[src/rtl/ptg_pkg.sv]
`default_nettype none
package ptg_pkg;

	localparam int DIM_BITS_DEF = 20;
	localparam int Q_DEPTH_DEF  = 4;

	localparam int TILE_W_BITS = 13;
	localparam int RES_W       = 5;
	localparam int ZOOM_W      = 5;
	localparam int IDX_W       = 32;
	localparam int POS_W       = 22;
	localparam int ST_W        = 2;

	localparam int CFG_IDX_W  = 3;
	localparam int CFG_DATA_W = 32;

	localparam int S_TDATA_W = 40;
	localparam int M_TDATA_W = 80;
	localparam int M_PAD_W   = M_TDATA_W - (2 * TILE_W_BITS + 2 * POS_W + ZOOM_W);

	localparam logic [TILE_W_BITS-1:0] TILE_RESET = 13'd256;

	typedef enum logic [CFG_IDX_W-1:0] {
		REG_IMAGE_WIDTH  = 3'd0,
		REG_IMAGE_HEIGHT = 3'd1,
		REG_TILE_W       = 3'd2,
		REG_TILE_H       = 3'd3,
		REG_ORIGIN_X     = 3'd4,
		REG_ORIGIN_Y     = 3'd5
	} reg_idx_t;

	typedef enum logic [ST_W-1:0] {
		ST_OK       = 2'd0,
		ST_BAD_RES  = 2'd1,
		ST_BAD_TILE = 2'd2
	} status_t;

endpackage
`default_nettype wire

[src/rtl/ptg_fifo.sv]
`default_nettype none
module ptg_fifo
	import ptg_pkg::*;
#(
	parameter int WIDTH = 8,
	parameter int DEPTH = Q_DEPTH_DEF
) (
	input  wire logic             clk,
	input  wire logic             arst_n,
	input  wire logic             wr_valid,
	output logic                  wr_ready,
	input  wire logic [WIDTH-1:0] wr_data,
	output logic                  rd_valid,
	input  wire logic             rd_ready,
	output logic      [WIDTH-1:0] rd_data
);

	localparam int PTR_W = (DEPTH > 1) ? $clog2(DEPTH) : 1;
	localparam int CNT_W = $clog2(DEPTH + 1);

	logic [WIDTH-1:0] mem_q [DEPTH];
	logic [PTR_W-1:0] wr_ptr_q, rd_ptr_q;
	logic [CNT_W-1:0] count_q;
	logic             push, pop;

	assign wr_ready = (count_q != CNT_W'(DEPTH));
	assign rd_valid = (count_q != '0);
	assign push     = wr_valid && wr_ready;
	assign pop      = rd_valid && rd_ready;
	assign rd_data  = mem_q[rd_ptr_q];

	always_ff @(posedge clk or negedge arst_n) begin
		if (!arst_n) begin
			wr_ptr_q <= '0;
			rd_ptr_q <= '0;
			count_q  <= '0;
		end else begin
			if (push) begin
				wr_ptr_q <= (wr_ptr_q == PTR_W'(DEPTH - 1)) ? '0 : wr_ptr_q + 1'b1;
			end
			if (pop) begin
				rd_ptr_q <= (rd_ptr_q == PTR_W'(DEPTH - 1)) ? '0 : rd_ptr_q + 1'b1;
			end
			if (push && !pop) begin
				count_q <= count_q + 1'b1;
			end else if (pop && !push) begin
				count_q <= count_q - 1'b1;
			end
		end
	end

	always_ff @(posedge clk) begin
		if (push) begin
			mem_q[wr_ptr_q] <= wr_data;
		end
	end

	a_count_bound: assert property (@(posedge clk) disable iff (!arst_n)
		count_q <= CNT_W'(DEPTH))
		else $error("queue count above depth");

	a_push_lands: assert property (@(posedge clk) disable iff (!arst_n)
		push && !pop |=> count_q != '0)
		else $error("pushed request lost");

endmodule
`default_nettype wire

[config.mk]
export PLATFORM = sky130hd
export DESIGN_NAME = ptg_fifo
export DESIGN_NICKNAME = d
export VERILOG_FILES = /design/src/rtl/ptg_pkg.sv /design/src/rtl/ptg_fifo.sv
export SDC_FILE = /design/constraint.sdc
export NUM_CORES = 1
export LEC_CHECK = 0
export ABC_CLOCK_PERIOD_IN_PS = 4700
export BUFFER_PORTS_ARGS = -buffer_cell sky130_fd_sc_hd__buf_2
export CORE_MARGIN = 2
export CORE_UTILIZATION = 45
export CTS_CLUSTER_SIZE = 16
export DETAILED_ROUTE_END_ITERATION = 7
export PLACE_DENSITY_LB_ADDON = 0.15
export SETUP_SLACK_MARGIN = 0.05
export SYNTH_ARGS = -nofsm -noshare
export SYNTH_HDL_FRONTEND = slang
export SYNTH_SLANG_ARGS = --single-unit
[constraint.sdc]
create_clock -name clk -period 4.7 [get_ports clk]
set_input_delay 0.705 -clock clk [delete_from_list [all_inputs] [get_ports clk]]
set_output_delay 0.705 -clock clk [all_outputs]
set_load 0.02 [all_outputs]
==> impl_metrics.json <==
{
  "drive_gt1_share_pct": 41.5,
  "synthTopCellsByArea": "edfxtp_1, mux4_2, dfrtp_1",
  "cts_made_buffers": 5,
  "vias_per_cell": 4.93,
  "start_kind": "register",
  "drt-pass1-iter-count": 4,
  "nFillCells": 296,
  "clk_pin_slew_ns": 0.10,
  "slew_viol_final": 0,
  "initial_core_util_pct": 47.5,
  "ios": 22,
  "p_leak_nw": 0.688,
  "grt_first_pass_wirelength_um": 3820,
  "coreArea_sq_um": 3360,
  "setup_tns_ns": 0,
  "antenna_found_initial": 0,
  "worst_pin_slew_ns": 0.614,
  "synth_fp_nets": 98,
  "placed_area_sq_um": 1750,
  "layout_setup_ws_ns": 2.17,
  "wl_per_cell_um": 15.0,
  "cts.repair.resized": 0,
  "crit_path_max_fanout": 11,
  "finClkSkew_ns": 0.00614,
  "postSynthAreaPerCell_sq_um": 20.2,
  "hp-class": "in2async",
  "place_congestion": 0.677,
  "min_period_over_period_pct": 53.8,
  "drt_wl_total_um": 2280,
  "synth-seq-cells": 39,
  "n_antenna_cell": 0,
  "yosys.area.top_type": "edfxtp_1",
  "yosysWarningCount": 0,
  "status": "finished, final reports clean",
  "drt_iter0_markers": 30,
  "nets": 124,
  "p_per_area_nw_per_um2": 624,
  "hold_buffers": 0,
  "vias": 749,
  "clock_path_buffers": 2,
  "placementRows": 21,
  "track_usage_pct": 13.5,
  "cts_tree": "built",
  "synth.top_cell.area_share_pct": 60.1,
  "ir_drop_mv": 0.244,
  "layout_min_cycle_time_ns": 2.53,
  "htree_levels": 2,
  "area.growth.synth_to_final_pct": 14.4,
  "ant_nets": 0,
  "cts_root_buffer": "clkbuf_4",
  "fp.dieH_um": 63.6,
  "grt_pass1_vias": 795,
  "drc_errors": 0,
  "endpoint_kind": "output pin",
  "cts_setup_buffers": 0,
  "dp_hpwl_um": 1630,
  "place_ws_ns": 2.46,
  "max-slew-margin-rel_pct": 59.0,
  "yosysMostFrequentCell": "edfxtp_1",
  "synth_area_sq_um": 1600,
  "clk_latency_ns": 0.33,
  "port_buffers": 21,
  "overflow": 0,
  "max_freq_ghz": 0.395,
  "fp.dieW_um": 63.6,
  "setup_viol": 0,
  "dieArea_sq_um": 4050,
  "rsz0062_at_grt": "false",
  "ys_types": 18,
  "async_reset_ff_share_pct": 17.9,
  "path_class": "reg2out",
  "arrival_ns": 1.82,
  "cts_sinks": 39,
  "required_ns": 3.99,
  "synth_commonest_cells": "edfxtp_1, mux4_2, dfrtp_1",
  "fin_area_sq_um": 1830,
  "hold_viol_final": 0,
  "ys_seq_area_share_pct": 71.0,
  "cap_violations": 0,
  "netlist_instances": 79,
  "grt_max_degree": 13,
  "synthFlopType": "edfxtp_1",
  "synth-edff-count": 32
}
flip-flops by register name, indices dropped and copies added, names as in the netlist:
name,flops
wr_ptr_q,2
rd_ptr_q,2
count_q,3
mem_q,32
logic make-up (layout without fill, tap and decap cells):
| kind of cell | after synthesis | after routing | share of synthesized area (%) |
|---|---|---|---|
| AO/OA/AOI/OAI | 1 | 1 | 0.704 |
| adder cells (fa/ha/maj) | 7 | 7 | 5.95 |
| buffers and inverters | 5 | 32 | 1.25 |
| XOR/XNOR | 3 | 3 | 1.64 |
| AND/OR/NAND/NOR | 11 | 11 | 4.15 |
| multiplexers | 13 | 13 | 15.3 |
| flip-flops | 39 | 39 | 71.0 |
worst max-delay path: stages (launching register included):
cell	delay [ns]
dfrtp_1	0.75
mux4_2	0.58
buf_2	0.17
cell type report:
class                           instances  area, sq um  share of cell area (%)
Timing Repair Buffer                   21          105                    5.75
Clock inverter                          3         38.8                    2.12
Inverter                                3         11.3                   0.616
Clock buffer                            5         37.5                    2.05
Tap cell                               46         57.6                    3.15
Sequential cell                        39         1140                    62.1
Multi-Input combinational cell         35          443                    24.2
where the power goes:
group	internal, mW	leakage (nW)	switching [mW]
logic	0.194	0.270	0.190
registers	0.468	0.375	0.0802
clock network	0.109	0.0426	0.0995
metrics by stage:
| stage | std cells | util, % | total power [mW] | hold WS [ns] |
|---|---|---|---|---|
| global route | 152 | 54.4 | 1.22 | 0.155 |
| floorplan | 79 | - | 0.841 | 0.409 |
| CTS | 152 | 54.4 | 1.16 | 0.176 |
| detailed placement | 144 | 52.1 | 0.951 | 0.546 |
| global placement | 144 | 52.1 | 0.938 | 0.519 |
| finish | 152 | 54.4 | 1.14 | 0.187 |
metal layers:
metal / part of all wire, % / vias to the layer above / global-route usage [%]
li1: - / 355 / -
met1: 40 / 372 / 14.2
met2: 54 / 17 / 23.2
met3: 5.0 / 5 / 6.07
met4: 1.6 / 0 / 5.71
met5: 0 / - / 0
worst paths after layout:
path / from / end / slack (ns) / cells past startpoint
max: rd_ptr_q[0]$_DFFE_PN0P_ / rd_data[4] / 2.17 / 2
min: arst_n / wr_ptr_q[1]$_DFFE_PN0P_ / 0.19 / 1
max reg2reg: count_q[2]$_DFFE_PN0P_ / count_q[2]$_DFFE_PN0P_ / 2.64 / 8
min reg2reg: count_q[2]$_DFFE_PN0P_ / count_q[2]$_DFFE_PN0P_ / 0.55 / 1
max in group asynchronous: arst_n / rd_ptr_q[0]$_DFFE_PN0P_ / 4.35 / 1
min in group clk: count_q[2]$_DFFE_PN0P_ / count_q[2]$_DFFE_PN0P_ / 0.55 / 1
placed cells by master (no fill, tap or decap), drive strengths merged:
| cell type | netlist | routed |
|---|---|---|
| a21boi | 1 | 1 |
| and2 | 4 | 4 |
| buf | 1 | 21 |
| bufinv | 0 | 1 |
| clkbuf | 1 | 5 |
| clkinv | 0 | 2 |
| dfrtp | 7 | 7 |
| edfxtp | 32 | 32 |
| fa | 1 | 1 |
| ha | 6 | 6 |
| inv | 3 | 3 |
| mux2 | 5 | 5 |
| mux4 | 8 | 8 |
| nand2 | 2 | 2 |
| nor2 | 4 | 4 |
| or3 | 1 | 1 |
| xnor2 | 1 | 1 |
| xor2 | 2 | 2 |
No activity file was read; power rests on OpenSTA's default activity.
