**src/rtl/ptg_pkg.sv**
```systemverilog
`default_nettype none
package ptg_pkg;

	localparam int DIM_BITS_DEF = 20;
	localparam int Q_DEPTH_DEF  = 4;

	localparam int TILE_W_BITS = 13;
	localparam int RES_W       = 5;
	localparam int ZOOM_W      = 5;
	localparam int IDX_W       = 32;
	localparam int POS_W       = 22;
	localparam int ST_W        = 2;

	localparam int CFG_IDX_W  = 3;
	localparam int CFG_DATA_W = 32;

	localparam int S_TDATA_W = 40;
	localparam int M_TDATA_W = 80;
	localparam int M_PAD_W   = M_TDATA_W - (2 * TILE_W_BITS + 2 * POS_W + ZOOM_W);

	localparam logic [TILE_W_BITS-1:0] TILE_RESET = 13'd256;

	typedef enum logic [CFG_IDX_W-1:0] {
		REG_IMAGE_WIDTH  = 3'd0,
		REG_IMAGE_HEIGHT = 3'd1,
		REG_TILE_W       = 3'd2,
		REG_TILE_H       = 3'd3,
		REG_ORIGIN_X     = 3'd4,
		REG_ORIGIN_Y     = 3'd5
	} reg_idx_t;

	typedef enum logic [ST_W-1:0] {
		ST_OK       = 2'd0,
		ST_BAD_RES  = 2'd1,
		ST_BAD_TILE = 2'd2
	} status_t;

endpackage
`default_nettype wire

```
**src/rtl/ptg_front.sv**
```systemverilog
`default_nettype none
module ptg_front
	import ptg_pkg::*;
#(
	parameter int DIM_BITS = DIM_BITS_DEF
) (
	input  wire logic                   clk,
	input  wire logic                   arst_n,
	input  wire logic                   cfg_valid,
	output logic                        cfg_ready,
	input  wire logic [CFG_IDX_W-1:0]   cfg_index,
	input  wire logic [CFG_DATA_W-1:0]  cfg_data,
	input  wire logic                   s_tvalid,
	output logic                        s_tready,
	input  wire logic [RES_W-1:0]       resolution,
	input  wire logic [IDX_W-1:0]       tile_index,
	output logic                        q_valid,
	input  wire logic                   q_ready,
	output logic [1+ZOOM_W+IDX_W+2*DIM_BITS-1:0] q_data,
	output logic      [TILE_W_BITS-1:0] tile_w_eff,
	output logic      [TILE_W_BITS-1:0] tile_h_eff,
	output logic      [DIM_BITS-1:0]    origin_x,
	output logic      [DIM_BITS-1:0]    origin_y
);

	localparam int CW = (DIM_BITS > TILE_W_BITS) ? DIM_BITS : TILE_W_BITS;

	logic [DIM_BITS-1:0]    image_width_q, image_height_q, origin_x_q, origin_y_q;
	logic [TILE_W_BITS-1:0] tile_w_q, tile_h_q;
	logic [ZOOM_W-1:0]      zbase_q, zbase_d;

	logic                   valid_s1;
	logic [RES_W-1:0]       res_s1;
	logic [IDX_W-1:0]       tile_s1;

	logic                   bad_res;
	logic [ZOOM_W-1:0]      zoom;
	logic [DIM_BITS-1:0]    lw, lh;

	assign cfg_ready  = 1'b1;
	assign tile_w_eff = (tile_w_q == '0) ? TILE_W_BITS'(1) : tile_w_q;
	assign tile_h_eff = (tile_h_q == '0) ? TILE_W_BITS'(1) : tile_h_q;
	assign origin_x   = origin_x_q;
	assign origin_y   = origin_y_q;

	always_ff @(posedge clk or negedge arst_n) begin
		if (!arst_n) begin
			image_width_q  <= DIM_BITS'(1);
			image_height_q <= DIM_BITS'(1);
			tile_w_q       <= TILE_RESET;
			tile_h_q       <= TILE_RESET;
			origin_x_q     <= '0;
			origin_y_q     <= '0;
		end else if (cfg_valid && cfg_ready) begin
			case (reg_idx_t'(cfg_index))
				REG_IMAGE_WIDTH:  image_width_q  <= cfg_data[DIM_BITS-1:0];
				REG_IMAGE_HEIGHT: image_height_q <= cfg_data[DIM_BITS-1:0];
				REG_TILE_W:       tile_w_q       <= cfg_data[TILE_W_BITS-1:0];
				REG_TILE_H:       tile_h_q       <= cfg_data[TILE_W_BITS-1:0];
				REG_ORIGIN_X:     origin_x_q     <= cfg_data[DIM_BITS-1:0];
				REG_ORIGIN_Y:     origin_y_q     <= cfg_data[DIM_BITS-1:0];
				default: ;
			endcase
		end
	end

	// top zoom: first halving count at which both sides fit one tile
	always_comb begin
		zbase_d = ZOOM_W'(DIM_BITS);
		for (int k = DIM_BITS; k >= 0; k--) begin
			if ((CW'(image_width_q >> k) <= CW'(tile_w_eff)) &&
			    (CW'(image_height_q >> k) <= CW'(tile_h_eff))) begin
				zbase_d = ZOOM_W'(k);
			end
		end
	end

	always_ff @(posedge clk or negedge arst_n) begin
		if (!arst_n) begin
			zbase_q  <= '0;
			valid_s1 <= 1'b0;
		end else begin
			zbase_q <= zbase_d;
			if (s_tready) begin
				valid_s1 <= s_tvalid;
			end
		end
	end

	always_ff @(posedge clk) begin
		if (s_tvalid && s_tready) begin
			res_s1  <= resolution;
			tile_s1 <= tile_index;
		end
	end

	assign bad_res  = (res_s1 > zbase_q);
	assign zoom     = zbase_q - res_s1;
	assign lw       = image_width_q >> zoom;
	assign lh       = image_height_q >> zoom;
	assign q_valid  = valid_s1;
	assign q_data   = {bad_res, zoom, tile_s1, lh, lw};
	assign s_tready = !valid_s1 || q_ready;

	a_hold_s1: assert property (@(posedge clk) disable iff (!arst_n)
		valid_s1 && !q_ready |=> valid_s1 && $stable(tile_s1) && $stable(res_s1))
		else $error("front request dropped while queue full");

endmodule
`default_nettype wire

```
**config.mk**
```make
export PLATFORM = sky130hd
export DESIGN_NAME = ptg_front
export DESIGN_NICKNAME = d
export VERILOG_FILES = /design/src/rtl/ptg_pkg.sv /design/src/rtl/ptg_front.sv
export SDC_FILE = /design/constraint.sdc
export NUM_CORES = 1
export LEC_CHECK = 0
export BUFFER_PORTS_ARGS = -buffer_cell sky130_fd_sc_hd__buf_2
export CORE_ASPECT_RATIO = 1.5
export CORE_MARGIN = 5
export CORE_UTILIZATION = 50
export DETAILED_ROUTE_END_ITERATION = 16
export MAX_ROUTING_LAYER = met4
export PLACE_DENSITY_LB_ADDON = 0.05
export SLEW_MARGIN = 10
export SYNTH_ARGS = -nofsm -noshare
export SYNTH_HDL_FRONTEND = slang
export SYNTH_SLANG_ARGS = --single-unit
```
**constraint.sdc**
```tcl
create_clock -name clk -period 6.5 [get_ports clk]
set_input_delay 0.65 -clock clk [delete_from_list [all_inputs] [get_ports clk]]
set_output_delay 0.65 -clock clk [all_outputs]
set_load 0.005 [all_outputs]
```
==> results.toml <==
[die]
core_mm2 = 0.0310
fp.dieArea_mm2 = 0.0351
die_h_um = 227
fp.dieW_um = 155
placementRows = 79
start_util_pct = 50.5
ioPinCount = 224

[cts]
clock_latency_ns = 0.44
clock_sinks = 149
clkTransAtPathRegs_ns = 0.07
postCtsSetupBuffers = 0
cts_tree = "built"
cts_hold_buf = 0
cts_resized = 0
cts_max_level = 4
cts.path.max_buffers = 2
clockRootBuffer = "clkbuf_16"
cts_buffers = 17

[critical_path]
r2r-end = "zbase_q[0]"
reg2reg_from = "tile_h_q[10]"
cpLargestDelayFamily = "simple AND/OR/NAND/NOR gates"
cp_num_buf_inv = 1
crit_type = "register to register"
start_kind = "register"
worstPathArrival_ns = 4.84
endpoint_kind = "register"
cpMostUsedCell = "nand4_1"
r2r_slack_ns = 1.99
required_ns = 6.83
slowest_stage = "nor4_1"
path_cells = "nor4_1 -> nand4_1 -> nand2b_1 -> buf_4 -> ha_1 -> nand4_1 -> o32a_1 -> o32ai_1 -> o211ai_1 -> nor2b_1 -> a22o_1 -> a21o_1 -> o31ai_1"
timing.critical_path.slowest_cell_delay_ns = 0.86
r2r_cells = 13
critPathMaxFanout = 11

[sta]
tightest_slew_ns = 1.05
layout_min_cycle_time_ns = 4.51
finalHoldViolCount = 0
setup_slack_ns = 1.99
rsz0062_at_grt = "no"
skew_ns = 0.00511
period_share_pct = 69.3
max_freq_ghz = 0.222
slew_viol_final = 0
hold_slack_ns = 0.169
slew_headroom_pct = 29.7
setup_viol = 0
fin_setup_tns_ns = 0

[placed_design]
dp_hpwl_um = 38700
port_buffers = 210
gp_congestion = 0.911
place_ws_ns = 2.06

[synthesis]
synth_warnings = 0
ys.flop_type = "dfrtp_1"
synth.area.top_cells = "ha_1 (29%), dfrtp_1 (17%), edfxtp_1 (7.1%)"
ys_ff_latch = 149
syn-num-nets = 2189
ys_types = 81
synth_edf_count = 37
yosysTopAreaCell = "ha_1"
synth_area_mm2 = 0.0157
ys_seq_area_share_pct = 25.0
synthArstFlopShare_pct = 75.2
synth_top_area_share_pct = 29.4
synthCells = 1742
avgSynthCellArea_um2 = 9.00

[detailed_routing]
firstDrtPassIters = 5
wirelength_um = 52300
via_per_inst = 6.22
drtIter0Drc = 781
vias = 14609
wl_met2_um = 26100
wire_per_inst_um = 22.3
wl_met3_um = 2140
ant_nets = 0
wl_met1_um = 21300
post-route-drc-count = 0
highest_layer = "met4"

[run]
max-cap-violations = 0

[grt]
overflow = 0
grt_pass1_wl_um = 80400
grt_max_degree = 77
antenna_found_initial = 0
grt_pass1_vias = 14679
grt_usage_pct = 30.3

[finish]
num-nets-final = 2377
areaGrowthSynthToFinish_pct = 14.0
diodes = 0
drive_gt1_share_pct = 18.4
nFillCells = 2920

[hold_path]
hp-class = "input pin to async pin"

[power]
powerDensity_mw_per_mm2 = 406
leakagePower_nw = 8.66
peakVddDrop_v = 0.000311

[status]
status = "completed"
==> worst reg2reg max path: cells and delay by family, from the launching register on <==
family | cells | cell delay [ns]
AOI/OAI and AO/OA | 6 | 1.59
DFF | 1 | 0.43
and+or+nand+nor | 5 | 1.93
buffers and inverters | 1 | 0.29
adders and majority gates | 1 | 0.14
==> power breakdown <==
part | internal [mW] | switching [mW] | total [mW]
sequential | 1.13 | 0.270 | 1.40
clock | 0.664 | 0.465 | 1.13
combinational | 1.93 | 2.80 | 4.73
==> logic make-up after synthesis <==
family                   Yosys count  share of synthesized area [%]
AND/OR/NAND/NOR                  497                           15.8
other                              1                         0.0239
XOR/XNOR                           3                          0.168
flip-flops                       149                           25.0
multiplexers                      82                           5.83
AO/OA/AOI/OAI                    479                           19.6
adder cells (fa/ha/maj)          370                           29.6
buffers and inverters            161                           3.97
==> registers in the layout, summed over array words and instances (netlist names) <==
signal          flops
image_width_q      20
res_s1              5
tile_w_q           13
image_height_q     20
origin_y           20
tile_s1            32
zbase_q             5
q_valid             1
origin_x           20
tile_h_q           13
==> cell usage in the layout (no fill, tap or decap), drive strengths merged, types with 7 or more instances in the layout <==
| cell | count |
|---|---|
| nand4 | 61 |
| o21ai | 155 |
| nand2b | 14 |
| buf | 240 |
| and3 | 15 |
| o22ai | 13 |
| nor3 | 24 |
| nor4 | 10 |
| mux2i | 26 |
| ha | 369 |
| nand2 | 163 |
| a2111oi | 16 |
| dfrtp | 108 |
| clkbuf | 17 |
| a211o | 10 |
| a211oi | 39 |
| nand3 | 33 |
| or2 | 9 |
| nor2b | 42 |
| o21a | 27 |
| mux2 | 54 |
| o21bai | 11 |
| nor2 | 94 |
| inv | 98 |
| a31oi | 17 |
| a21o | 41 |
| and4 | 7 |
| edfxtp | 37 |
| a21oi | 78 |
| o211ai | 20 |
==> routing by layer <==
metal | global-route usage (%) | vias up
met5 | - | -
met4 | 15.1 | 0
met3 | 3.67 | 139
met2 | 52.3 | 437
met1 | 34.9 | 7073
li1 | - | 6960
==> through the flow <==
step | cells | power (mW) | area, um2 | util [%]
after floorplan | 1742 | 4.57 | 15700 | -
after global placement | 2316 | 5.99 | 17200 | 55.5
after detailed placement | 2316 | 6.11 | 17200 | 55.5
after CTS | 2348 | 7.28 | 17900 | 57.6
after global routing | 2348 | 7.93 | 17900 | 57.6
final | 2348 | 7.26 | 17900 | 57.6
==> area by class of cell <==
type | instances | area (um2) | area share [%]
sequential | 149 | 3920 | 21.9
inverter | 90 | 338 | 1.89
multi-input combinational | 1432 | 11200 | 62.5
timing repair buffer | 240 | 1280 | 7.16
tap | 405 | 507 | 2.84
clock inverter | 15 | 234 | 1.31
clock buffer | 17 | 425 | 2.38
==> cells in the mapped netlist, types with 6 or more instances <==
cell and instances:
nand3_1 33, o21bai_1 11, dfrtp_1 108, buf_1 7, nor3_1 23, o31ai_1 6
edfxtp_1 37, mux2i_1 26, a211oi_1 39, ha_1 369, and2_1 6, nand2_1 163
o32ai_1 6, a21oi_1 78, nor2_1 93, and4_1 7, o21a_1 27, or2_2 7
o211ai_1 20, nand2b_1 14, nor2b_1 40, a21o_1 41, a211o_1 10, a2111oi_0 16
nor4_1 9, a31oi_1 17, and3_1 15, inv_1 89, o21ai_0 153, mux2_2 54
o22ai_1 13, nand4_1 61, clkbuf_1 59
==> worst max path at each step <==
stage / from / endpoint / depth (start not counted) / slack (ns)
after floorplan: tile_w_q[9] / zbase_q[3] / 12 / 2.85
after global placement: tile_h_q[10] / zbase_q[0] / 13 / 2.13
after detailed placement: tile_h_q[10] / zbase_q[0] / 13 / 2.06
after CTS: tile_h_q[10] / zbase_q[0] / 13 / 2.06
after global routing: tile_w_q[9] / zbase_q[1] / 13 / 1.69
final: tile_h_q[10] / zbase_q[0] / 13 / 1.99
(Power assumes the default switching activity.)
